File: src/sv/rsac_pkg.sv
`timescale 1ns / 1ps

package rsac_pkg;

   // Error codes carried on the result channel.
   typedef enum logic [1:0] {
      ERR_NONE     = 2'd0,
      ERR_DIGIT    = 2'd1,
      ERR_OVERFLOW = 2'd2
   } rsac_err_type;

   // Configuration register indexes.
   typedef enum logic [1:0] {
      CSR_BASE_FIRST  = 2'd0,
      CSR_BASE_SECOND = 2'd1,
      CSR_BASE_OUT    = 2'd2
   } rsac_csr_type;

   localparam logic [7:0] CHAR_ZERO = 8'h30;
   localparam logic [7:0] CHAR_A    = 8'h41;
   localparam logic [7:0] CHAR_F    = 8'h46;
   localparam int         DEC_RADIX = 10;
   localparam logic [4:0] RADIX_MIN = 5'd2;
   localparam logic [4:0] RADIX_MAX = 5'd16;
   localparam logic [4:0] DIGIT_BAD = 5'd16;
   localparam logic [4:0] BASE_RESET = 5'd10;

   // Commands from the sequencer to the serial divider.
   typedef struct packed {
      logic start;
      logic load;
   } rsac_div_ctrl_type;

   // Status of the serial divider; valid while done is high.
   typedef struct packed {
      logic       done;
      logic       nonzero;
      logic [3:0] rem;
   } rsac_div_status_type;

   // Limit a radix register to the range 2 to 16.
   function automatic logic [4:0] clamp_base(input logic [4:0] b);
      logic [4:0] r;
      r = b;
      if (b < RADIX_MIN) r = RADIX_MIN;
      if (b > RADIX_MAX) r = RADIX_MAX;
      return r;
   endfunction

   // Digit value of an ASCII character, or DIGIT_BAD when it is not a digit.
   function automatic logic [4:0] char_value(input logic [7:0] c);
      logic [7:0] v;
      v = 8'(DIGIT_BAD);
      if (c >= CHAR_ZERO && c < CHAR_ZERO + 8'(DEC_RADIX)) v = c - CHAR_ZERO;
      else if (c >= CHAR_A && c <= CHAR_F) v = c - CHAR_A + 8'(DEC_RADIX);
      return v[4:0];
   endfunction

   // ASCII character of a digit value from 0 to 15.
   function automatic logic [7:0] digit_char(input logic [3:0] d);
      logic [7:0] r;
      if (d > 4'(DEC_RADIX - 1)) r = CHAR_A + {4'b0, d} - 8'(DEC_RADIX);
      else r = CHAR_ZERO + {4'b0, d};
      return r;
   endfunction

endpackage

File: src/sv/rsac_serial_div.sv
`timescale 1ns / 1ps

module rsac_serial_div
   import rsac_pkg::*;
#(
   parameter int VALUE_BITS = 32
) (
   input  logic                    clock,
   input  logic                    reset,
   input  rsac_div_ctrl_type       ctrl,
   input  logic [VALUE_BITS-1:0]   dividend,
   input  logic [4:0]              divisor,
   output rsac_div_status_type     status
);

   localparam int BW = (VALUE_BITS > 1) ? $clog2(VALUE_BITS) : 1;

   logic [VALUE_BITS-1:0] quo_ff, quo_in;
   logic [3:0]            rem_ff, rem_in;
   logic [BW-1:0]         cnt_ff, cnt_in;
   logic                  busy_ff, busy_in;
   logic                  done_ff, done_in;
   logic                  nz_ff, nz_in;

   logic [4:0] trial;
   logic [4:0] diff;
   logic       ge;

   // One restoring step: bring down the next dividend bit and subtract if it fits.
   assign trial = {rem_ff, quo_ff[VALUE_BITS-1]};
   assign ge    = (trial >= divisor);
   assign diff  = trial - divisor;

   always_comb begin
      quo_in  = quo_ff;
      rem_in  = rem_ff;
      cnt_in  = cnt_ff;
      busy_in = busy_ff;
      done_in = 1'b0;
      nz_in   = nz_ff;
      if (ctrl.start) begin
         if (ctrl.load) quo_in = dividend;
         rem_in  = 4'd0;
         cnt_in  = '0;
         nz_in   = 1'b0;
         busy_in = 1'b1;
      end else if (busy_ff) begin
         quo_in = {quo_ff[VALUE_BITS-2:0], ge};
         rem_in = ge ? diff[3:0] : trial[3:0];
         nz_in  = nz_ff | ge;
         cnt_in = cnt_ff + 1'b1;
         if (cnt_ff == BW'(VALUE_BITS - 1)) begin
            busy_in = 1'b0;
            done_in = 1'b1;
         end
      end
   end

   always_ff @(posedge clock) begin
      if (reset) begin
         busy_ff <= 1'b0;
         done_ff <= 1'b0;
         cnt_ff  <= '0;
      end else begin
         busy_ff <= busy_in;
         done_ff <= done_in;
         cnt_ff  <= cnt_in;
      end
      quo_ff <= quo_in;
      rem_ff <= rem_in;
      nz_ff  <= nz_in;
   end

   assign status.done    = done_ff;
   assign status.nonzero = nz_ff;
   assign status.rem     = rem_ff;

endmodule

File: src/sv/radix_string_add_and_convert.sv
`timescale 1ns / 1ps

// Adds two unsigned numbers given as ASCII digit strings, each in its own radix
// (2 to 16), and returns the sum as ASCII digits in the output radix, most
// significant first, the final one marked by rsp_tlast. Only '0'-'9' and 'A'-'F'
// are digits; a bad digit or a value beyond VALUE_BITS bits yields one result
// with data zero and the error code on rsp_tuser. The datapath is bit-serial:
// a valid character runs one Horner step over the operand one bit per cycle,
// and an invalid one is marked as an error with no Horner step. After the final
// character of the second operand the block runs the serial sum, starts the
// divider, runs the restoring divider once per output digit, then reads each
// digit back from the digit store into a register and presents it. One request
// is handled at a time; req_tready is high only while the block waits.
module radix_string_add_and_convert
   import rsac_pkg::*;
#(
   parameter int VALUE_BITS = 32
) (
   input  logic       clock,
   input  logic       reset,
   // Request channel.
   input  logic       req_tvalid,
   output logic       req_tready,
   input  logic [7:0] req_tdata,   // [7:0] digit_char
   input  logic       req_tuser,   // [0] second_operand
   input  logic       req_tlast,   // last_char
   // Result channel.
   output logic       rsp_tvalid,
   input  logic       rsp_tready,
   output logic [7:0] rsp_tdata,   // [7:0] out_char
   output logic [1:0] rsp_tuser,   // [1:0] error_code
   output logic       rsp_tlast,   // last_digit
   // Configuration write channel.
   input  logic       csr_valid,
   output logic       csr_ready,
   input  logic [1:0] csr_index,
   input  logic [4:0] csr_data
);

   localparam int BW    = (VALUE_BITS > 1) ? $clog2(VALUE_BITS) : 1;
   localparam int DEPTH = VALUE_BITS + 1;
   localparam int IDX_W = $clog2(DEPTH);
   localparam int CNT_W = $clog2(DEPTH + 1);

   typedef enum logic [7:0] {
      ST_IDLE     = 8'b0000_0001,
      ST_HORNER   = 8'b0000_0010,
      ST_ADD      = 8'b0000_0100,
      ST_DIV_LOAD = 8'b0000_1000,
      ST_DIV_RUN  = 8'b0001_0000,
      ST_EMIT_RD  = 8'b0010_0000,
      ST_EMIT_OUT = 8'b0100_0000,
      ST_ERR_OUT  = 8'b1000_0000
   } state_type;

   state_type             state_ff, state_in;
   logic [4:0]            base_first_ff, base_first_in;
   logic [4:0]            base_second_ff, base_second_in;
   logic [4:0]            base_out_ff, base_out_in;
   logic [VALUE_BITS-1:0] first_ff, first_in;
   logic [VALUE_BITS-1:0] second_ff, second_in;
   rsac_err_type          sticky_ff, sticky_in;
   logic [CNT_W-1:0]      count_ff, count_in;
   logic [BW-1:0]         bit_ff, bit_in;
   logic [3:0]            carry_ff, carry_in;
   logic                  sec_ff, sec_in;
   logic                  last_ff, last_in;
   logic [IDX_W-1:0]      rd_addr_ff, rd_addr_in;
   logic [3:0]            rd_data_ff;
   logic [3:0]            digit_store [DEPTH];

   rsac_div_ctrl_type     div_ctrl;
   rsac_div_status_type   div_status;
   logic                  wr_en;

   logic                  req_acc, rsp_acc;
   logic [4:0]            in_digit;
   logic [4:0]            in_base;
   logic [4:0]            acc_base;
   logic                  acc_bit;
   logic [4:0]            horner_sum;
   logic                  sum_bit;
   logic                  add_cout;
   logic                  bit_last;

   assign req_tready = (state_ff == ST_IDLE);
   assign csr_ready  = 1'b1;
   assign req_acc    = req_tvalid & req_tready;
   assign rsp_acc    = rsp_tvalid & rsp_tready;

   // Digit check for the incoming character.
   assign in_digit = char_value(req_tdata);
   assign in_base  = req_tuser ? clamp_base(base_second_ff) : clamp_base(base_first_ff);

   // Serial Horner step: value * base + digit, LSB first, carry below 16.
   assign acc_base   = sec_ff ? clamp_base(base_second_ff) : clamp_base(base_first_ff);
   assign acc_bit    = sec_ff ? second_ff[0] : first_ff[0];
   assign horner_sum = {1'b0, carry_ff} + (acc_bit ? acc_base : 5'd0);

   // Serial sum of the two operands, LSB first.
   assign sum_bit  = first_ff[0] ^ second_ff[0] ^ carry_ff[0];
   assign add_cout = (first_ff[0] & second_ff[0]) | (carry_ff[0] & (first_ff[0] ^ second_ff[0]));
   assign bit_last = (bit_ff == BW'(VALUE_BITS - 1));

   always_comb begin
      state_in       = state_ff;
      base_first_in  = base_first_ff;
      base_second_in = base_second_ff;
      base_out_in    = base_out_ff;
      first_in       = first_ff;
      second_in      = second_ff;
      sticky_in      = sticky_ff;
      count_in       = count_ff;
      bit_in         = bit_ff;
      carry_in       = carry_ff;
      sec_in         = sec_ff;
      last_in        = last_ff;
      rd_addr_in     = rd_addr_ff;
      div_ctrl       = '0;
      wr_en          = 1'b0;

      // Register writes.
      if (csr_valid & csr_ready) begin
         unique case (csr_index)
            CSR_BASE_FIRST:  base_first_in  = csr_data;
            CSR_BASE_SECOND: base_second_in = csr_data;
            CSR_BASE_OUT:    base_out_in    = csr_data;
            default: ;
         endcase
      end

      unique case (state_ff)
         ST_IDLE: begin
            if (req_acc) begin
               sec_in  = req_tuser;
               last_in = req_tlast;
               bit_in  = '0;
               if (in_digit >= in_base) begin
                  if (sticky_ff == ERR_NONE) sticky_in = ERR_DIGIT;
                  if (req_tuser & req_tlast) state_in = ST_ERR_OUT;
               end else begin
                  carry_in = in_digit[3:0];
                  state_in = ST_HORNER;
               end
            end
         end

         ST_HORNER: begin
            carry_in = horner_sum[4:1];
            if (sec_ff) second_in = {horner_sum[0], second_ff[VALUE_BITS-1:1]};
            else first_in = {horner_sum[0], first_ff[VALUE_BITS-1:1]};
            bit_in = bit_ff + 1'b1;
            if (bit_last) begin
               if (horner_sum[4:1] != 4'd0 && sticky_ff == ERR_NONE) sticky_in = ERR_OVERFLOW;
               carry_in = 4'd0;
               bit_in   = '0;
               state_in = (sec_ff & last_ff) ? ST_ADD : ST_IDLE;
            end
         end

         ST_ADD: begin
            first_in  = {sum_bit, first_ff[VALUE_BITS-1:1]};
            second_in = {1'b0, second_ff[VALUE_BITS-1:1]};
            carry_in  = {3'b0, add_cout};
            bit_in    = bit_ff + 1'b1;
            if (bit_last) begin
               carry_in = 4'd0;
               bit_in   = '0;
               if (sticky_ff != ERR_NONE) begin
                  state_in = ST_ERR_OUT;
               end else if (add_cout) begin
                  sticky_in = ERR_OVERFLOW;
                  state_in  = ST_ERR_OUT;
               end else begin
                  state_in = ST_DIV_LOAD;
               end
            end
         end

         ST_DIV_LOAD: begin
            div_ctrl.start = 1'b1;
            div_ctrl.load  = 1'b1;
            count_in       = '0;
            state_in       = ST_DIV_RUN;
         end

         // Each finished division leaves one digit, least significant first.
         ST_DIV_RUN: begin
            if (div_status.done) begin
               if (count_ff < CNT_W'(DEPTH)) begin
                  wr_en    = 1'b1;
                  count_in = count_ff + 1'b1;
               end
               if (div_status.nonzero) begin
                  div_ctrl.start = 1'b1;
               end else begin
                  rd_addr_in = IDX_W'(count_ff);
                  state_in   = ST_EMIT_RD;
               end
            end
         end

         ST_EMIT_RD: begin
            state_in = ST_EMIT_OUT;
         end

         ST_EMIT_OUT: begin
            if (rsp_acc) begin
               if (rd_addr_ff == '0) begin
                  first_in  = '0;
                  second_in = '0;
                  sticky_in = ERR_NONE;
                  count_in  = '0;
                  state_in  = ST_IDLE;
               end else begin
                  rd_addr_in = rd_addr_ff - 1'b1;
                  state_in   = ST_EMIT_RD;
               end
            end
         end

         ST_ERR_OUT: begin
            if (rsp_acc) begin
               first_in  = '0;
               second_in = '0;
               sticky_in = ERR_NONE;
               count_in  = '0;
               state_in  = ST_IDLE;
            end
         end

         default: state_in = ST_IDLE;
      endcase
   end

   always_ff @(posedge clock) begin
      if (reset) begin
         state_ff       <= ST_IDLE;
         base_first_ff  <= BASE_RESET;
         base_second_ff <= BASE_RESET;
         base_out_ff    <= BASE_RESET;
         first_ff       <= '0;
         second_ff      <= '0;
         sticky_ff      <= ERR_NONE;
         count_ff       <= '0;
         bit_ff         <= '0;
         carry_ff       <= 4'd0;
      end else begin
         state_ff       <= state_in;
         base_first_ff  <= base_first_in;
         base_second_ff <= base_second_in;
         base_out_ff    <= base_out_in;
         first_ff       <= first_in;
         second_ff      <= second_in;
         sticky_ff      <= sticky_in;
         count_ff       <= count_in;
         bit_ff         <= bit_in;
         carry_ff       <= carry_in;
      end
      sec_ff     <= sec_in;
      last_ff    <= last_in;
      rd_addr_ff <= rd_addr_in;
   end

   // Digit store: written by the divider sequence, read back most significant first.
   always_ff @(posedge clock) begin
      if (wr_en) digit_store[count_ff[IDX_W-1:0]] <= div_status.rem;
      rd_data_ff <= digit_store[rd_addr_ff];
   end

   rsac_serial_div #(
      .VALUE_BITS (VALUE_BITS)
   ) u_div (
      .clock    (clock),
      .reset    (reset),
      .ctrl     (div_ctrl),
      .dividend (first_ff),
      .divisor  (clamp_base(base_out_ff)),
      .status   (div_status)
   );

   // Result channel.
   assign rsp_tvalid = (state_ff == ST_EMIT_OUT) | (state_ff == ST_ERR_OUT);
   assign rsp_tdata  = (state_ff == ST_EMIT_OUT) ? digit_char(rd_data_ff) : 8'd0;
   assign rsp_tuser  = (state_ff == ST_ERR_OUT) ? sticky_ff : ERR_NONE;
   assign rsp_tlast  = (state_ff == ST_ERR_OUT) | (rd_addr_ff == '0);

endmodule

File: config.mk
export PLATFORM = sky130hd
export DESIGN_NAME = radix_string_add_and_convert
export DESIGN_NICKNAME = d
export VERILOG_FILES = /design/src/sv/rsac_pkg.sv /design/src/sv/rsac_serial_div.sv /design/src/sv/radix_string_add_and_convert.sv
export SDC_FILE = /design/constraint.sdc
export NUM_CORES = 1
export LEC_CHECK = 0
export ABC_AREA = 0
export BUFFER_PORTS_ARGS = -buffer_cell sky130_fd_sc_hd__buf_4
export CORE_MARGIN = 5
export CORE_UTILIZATION = 45
export DETAILED_ROUTE_END_ITERATION = 10
export PLACE_DENSITY = 0.7
export SLEW_MARGIN = 20
export SYNTH_ARGS = -nofsm -noshare
export SYNTH_HDL_FRONTEND = slang
export SYNTH_HIERARCHICAL = 1
export SYNTH_SLANG_ARGS = --single-unit
File: constraint.sdc
create_clock -name clock -period 4.4 [get_ports clock]
set_input_delay 0.22 -clock clock [delete_from_list [all_inputs] [get_ports clock]]
set_output_delay 0.22 -clock clock [all_outputs]
set_load 0.01 [all_outputs]
==> flow_summary_export.csv <==
group,metric,value,unit
logic_synthesis,synth-edff-count,172,
drt,route.met2.wl,12550,um
sta,fin_crit_sh,75.70,%
logic_synthesis,synthFlopType,"edfxtp_1",
finish,finalInstanceArea,0.01491,sq mm
floorplan,die_x,182.2,um
setup_path,arrival,3.81,ns
setup_path,crit_type,"input port to flip-flop",
finish,final_nets,1174,
logic_synthesis,async_flop_share,0,%
logic_synthesis,synth_area_per_cell,12.06,sq um
floorplan,coreArea,0.02948,sq mm
clock_network,numCtsBuffers,30,
power,p_switching,1489,uW
sta,setup_viol_count_final,0,
finish,multi_input_area,0.005294,sq mm
drt,routed.top_layer,"met4",
logic_synthesis,ys_warn_count,6,
finish,seqCellArea,0.007567,sq mm
setup_path,worstSetupStartpointType,"input port",
setup_path,crit_family,"simple AND/OR/NAND/NOR gates",
drt,wl_met1,11770,um
setup_path,slowest_delay,0.73,ns
setup_path,cp.required,4.88,ns
drt,dr.pass1.iters,7,
floorplan,start_util,45.25,%
clock_network,clock-sinks,292,
sta,relSlewSlack,35.61,%
power,p_per_area,414.2,mW/mm^2
power,vdd_ir_drop_max,289.4,uV
setup_path,r2r_slack,1.14,ns
global_route,grt_antenna_before_repair,0,
finish,drive_gt1_share,16.40,%
placed_design,globalplace.congestion,0.8484,
sta,hold_violations,0,
power,p_clk_share,41.1,%
clock_network,cts_tree,"done",
floorplan,row_count,63,
global_route,first_global_vias,8478,
sta,skew,0.01893,ns
sta,hold_slack,0.07348,ns
clock_network,clockBufferDepth,3,
power,p_comb_share,9.8,%
drt,wl_per_cell,17.01,um
setup_path,crit_end,"state_ff[2]",
setup_path,reg2regPathDepth,7,
logic_synthesis,syn_inst,1106,
logic_synthesis,synth_most_common_cell,"edfxtp_1",
logic_synthesis,ys_ff_latch,292,
logic_synthesis,ys_types,76,
setup_path,cpMostUsedCell,"a21oi_1",
finish,antenna_cells,0,
finish,fillCellCount,2599,
sta,rsz0062_at_grt,"false",
sta,fmax,300.2,MHz
setup_path,crit_start,"req_tdata[4]",
setup_path,cp.depth,13,
floorplan,die-area,0.03319,sq mm
global_route,grt_pass1_wl,44020,um
global_route,grt_max_degree,78,
clock_network,clockRootBuffer,"clkbuf_16",
logic_synthesis,ys_top_cells_by_area,"edfxtp_1 (39%), dfxtp_1 (18%), mux4_2 (6.6%)",
floorplan,die_y,182.2,um
clock_network,postCtsSetupBuffers,0,
finish,area_delta_synth_final,11.77,%
logic_synthesis,synthTopCellsByCount,"edfxtp_1 (172), dfxtp_1 (120), nor2_1 (112)",
run,maxCapViolations,0,
clock_network,htreeDepth,1,
drt,dr_total_vias,8435,
clock_network,clkLatencyLatePin,0.55,ns
sta,drv_slew,0,
clock_network,clk_pin_slew_worst_paths,0.06,ns
drt,wl_met3,1299,um
setup_path,cp_num_buf_inv,2,
placed_design,port_buffers,33,
placed_design,place_ws,0.5009,ns
global_route,overflow,0,
power,p_leak,0.005087,uW
logic_synthesis,ys_seq_area_share,56.73,%
logic_synthesis,syn-num-nets,1158,
setup_path,r2r-start,"rd_addr_ff[4]",
setup_path,cp-end-kind,"flip-flop",
placed_design,place.detailed.hpwl,16740,um
setup_path,crit_chain,"buf_4, or4b_2, nor4b_1, o21ai_0, a21oi_1, ha_1, a21oi_1, o21ai_0, a31oi_1, buf_4, o211ai_2, or3_1, a21oi_1",
power,intPower,4686,uW
floorplan,num_io_pins,36,
drt,viasPerCell,5.492,
drt,drt_iter0_markers,641,
setup_path,worst_r2r_endpoint,"first_ff[20]",
power,p_seq_share,49.1,%
power,p_sw_share,24.11,%
drt,antenna_left,0,
sta,tightest_slew,0.9573,ns
logic_synthesis,synth.top_cell.area_share,38.72,%
global_route,track_usage,15.82,%
outcome,outcome,"complete, no violations",
sta,tns,0,ns
setup_path,crit_fanout,6,
logic_synthesis,yosys.area.top_type,"edfxtp_1",
worst_hold_path,holdCritPathClass,"input port to flip-flop",
drt,drt_wl_total,26120,um
drt,drc,0,
sta,timing.final.ws_setup,1.069,ns
sta,period_needed,3.331,ns
placed_design,place_area,0.01383,sq mm
logic_synthesis,syn_area,0.01334,sq mm
setup_path,crit_path_top_delay_cell,"nor4b_1",
worst min-delay path by stage:
stage | cells past startpoint | start | end
4_1_cts | 4 | req_tvalid | state_ff[0]
3_3_place_gp | 1 | req_tlast | last_ff
2_1_floorplan | 1 | reset | u_div/busy_ff
5_1_grt | 4 | req_tvalid | state_ff[0]
6_report | 4 | req_tvalid | state_ff[0]
3_5_place_dp | 1 | req_tlast | last_ff
logic make-up (layout without fill, tap and decap cells):
kind of cell             count (synthesis)  count (layout)  synth area share [%]
multiplexers                            93              93                 10.96
other                                    2               2               0.05630
AO/OA/AOI/OAI                          175             175                 8.273
AND/OR/NAND/NOR                        394             394                 16.29
XOR/XNOR                                15              15                0.9849
adder cells (fa/ha/maj)                 30              30                 2.983
buffers and inverters                  105             145                 3.724
flip-flops                             292             292                 56.73
power by group through the flow:
stage	Combinational (uW)	Clock [uW]	Sequential (uW)
4_1_cts	607	2590	3030
2_1_floorplan	455	0	3080
3_3_place_gp	584	0	3090
6_report	608	2540	3030
3_5_place_dp	601	0	3090
5_1_grt	676	2710	3040
worst reg2reg max path, delay by kind of cell (launching register included):
| kind | cells | cell delay [ns] |
|---|---|---|
| DFF | 1 | 0.65 |
| and+or+nand+nor | 3 | 1.44 |
| AOI/OAI and AO/OA | 3 | 0.79 |
| buffers and inverters | 1 | 0.32 |
area by class of cell:
cell class,instances,share of cell area [%]
clock inverters,16,1.133
flip-flops and latches,292,50.76
multi-input cells,709,35.51
clock buffers,40,5.564
repair buffers,56,2.937
well taps,390,3.273
inverters,33,0.8308
state kept, by name (all words and copies together), names as in the netlist, 2 cells and up:
name	flops
digit_store	132
first_ff	32
second_ff	32
u_div/quo_ff	32
state_ff	8
count_ff	6
rd_addr_ff	6
base_first_ff	5
base_out_ff	5
base_second_ff	5
bit_ff	5
u_div/cnt_ff	5
carry_ff	4
rd_data_ff	4
u_div/rem_ff	4
sticky_ff	2
layer usage:
layer / vias to the layer above / global-route usage (%)
met5: - / 0
met4: 0 / 3.482
met3: 36 / 2.571
met2: 202 / 26.80
met1: 4083 / 21.62
li1: 4114 / -
what timing repair did:
item                                    4_1_cts  5_1_grt
gates resized for setup                       0        0
hold buffers                                  7        0
endpoints found under the hold margin        13        0
endpoints found under the setup margin        0        0
through the flow:
stage / total power (uW) / util [%] / std cells
floorplan: 3539 / - / 1106
global placement: 3671 / 46.93 / 1473
detailed placement: 3690 / 46.93 / 1473
CTS: 6223 / 50.55 / 1536
global route: 6421 / 50.57 / 1536
finish: 6175 / 50.57 / 1536
cell usage in the layout (no fill, tap or decap), types with 5 or more instances in the layout:
cell type / instances
inv_1: 31
nand2_1: 67
or3_1: 9
a211oi_1: 6
nor2_1: 112
a21oi_1: 60
dlygate4sd3_1: 7
dfxtp_1: 120
o21ai_0: 49
or3b_1: 30
mux2i_1: 20
nand3b_1: 37
a21o_1: 6
edfxtp_1: 172
nand3_1: 17
nor2b_1: 10
and3_1: 8
nand4_1: 5
ha_1: 27
mux4_2: 39
nor3b_1: 6
nand2b_1: 42
clkbuf_1: 7
clkinv_2: 5
clkbuf_16: 31
and2_1: 5
xnor2_1: 8
mux2_2: 34
nor3_1: 19
a211o_1: 6
buf_4: 49
xor2_1: 7
Power figures use the tool's default switching activity.
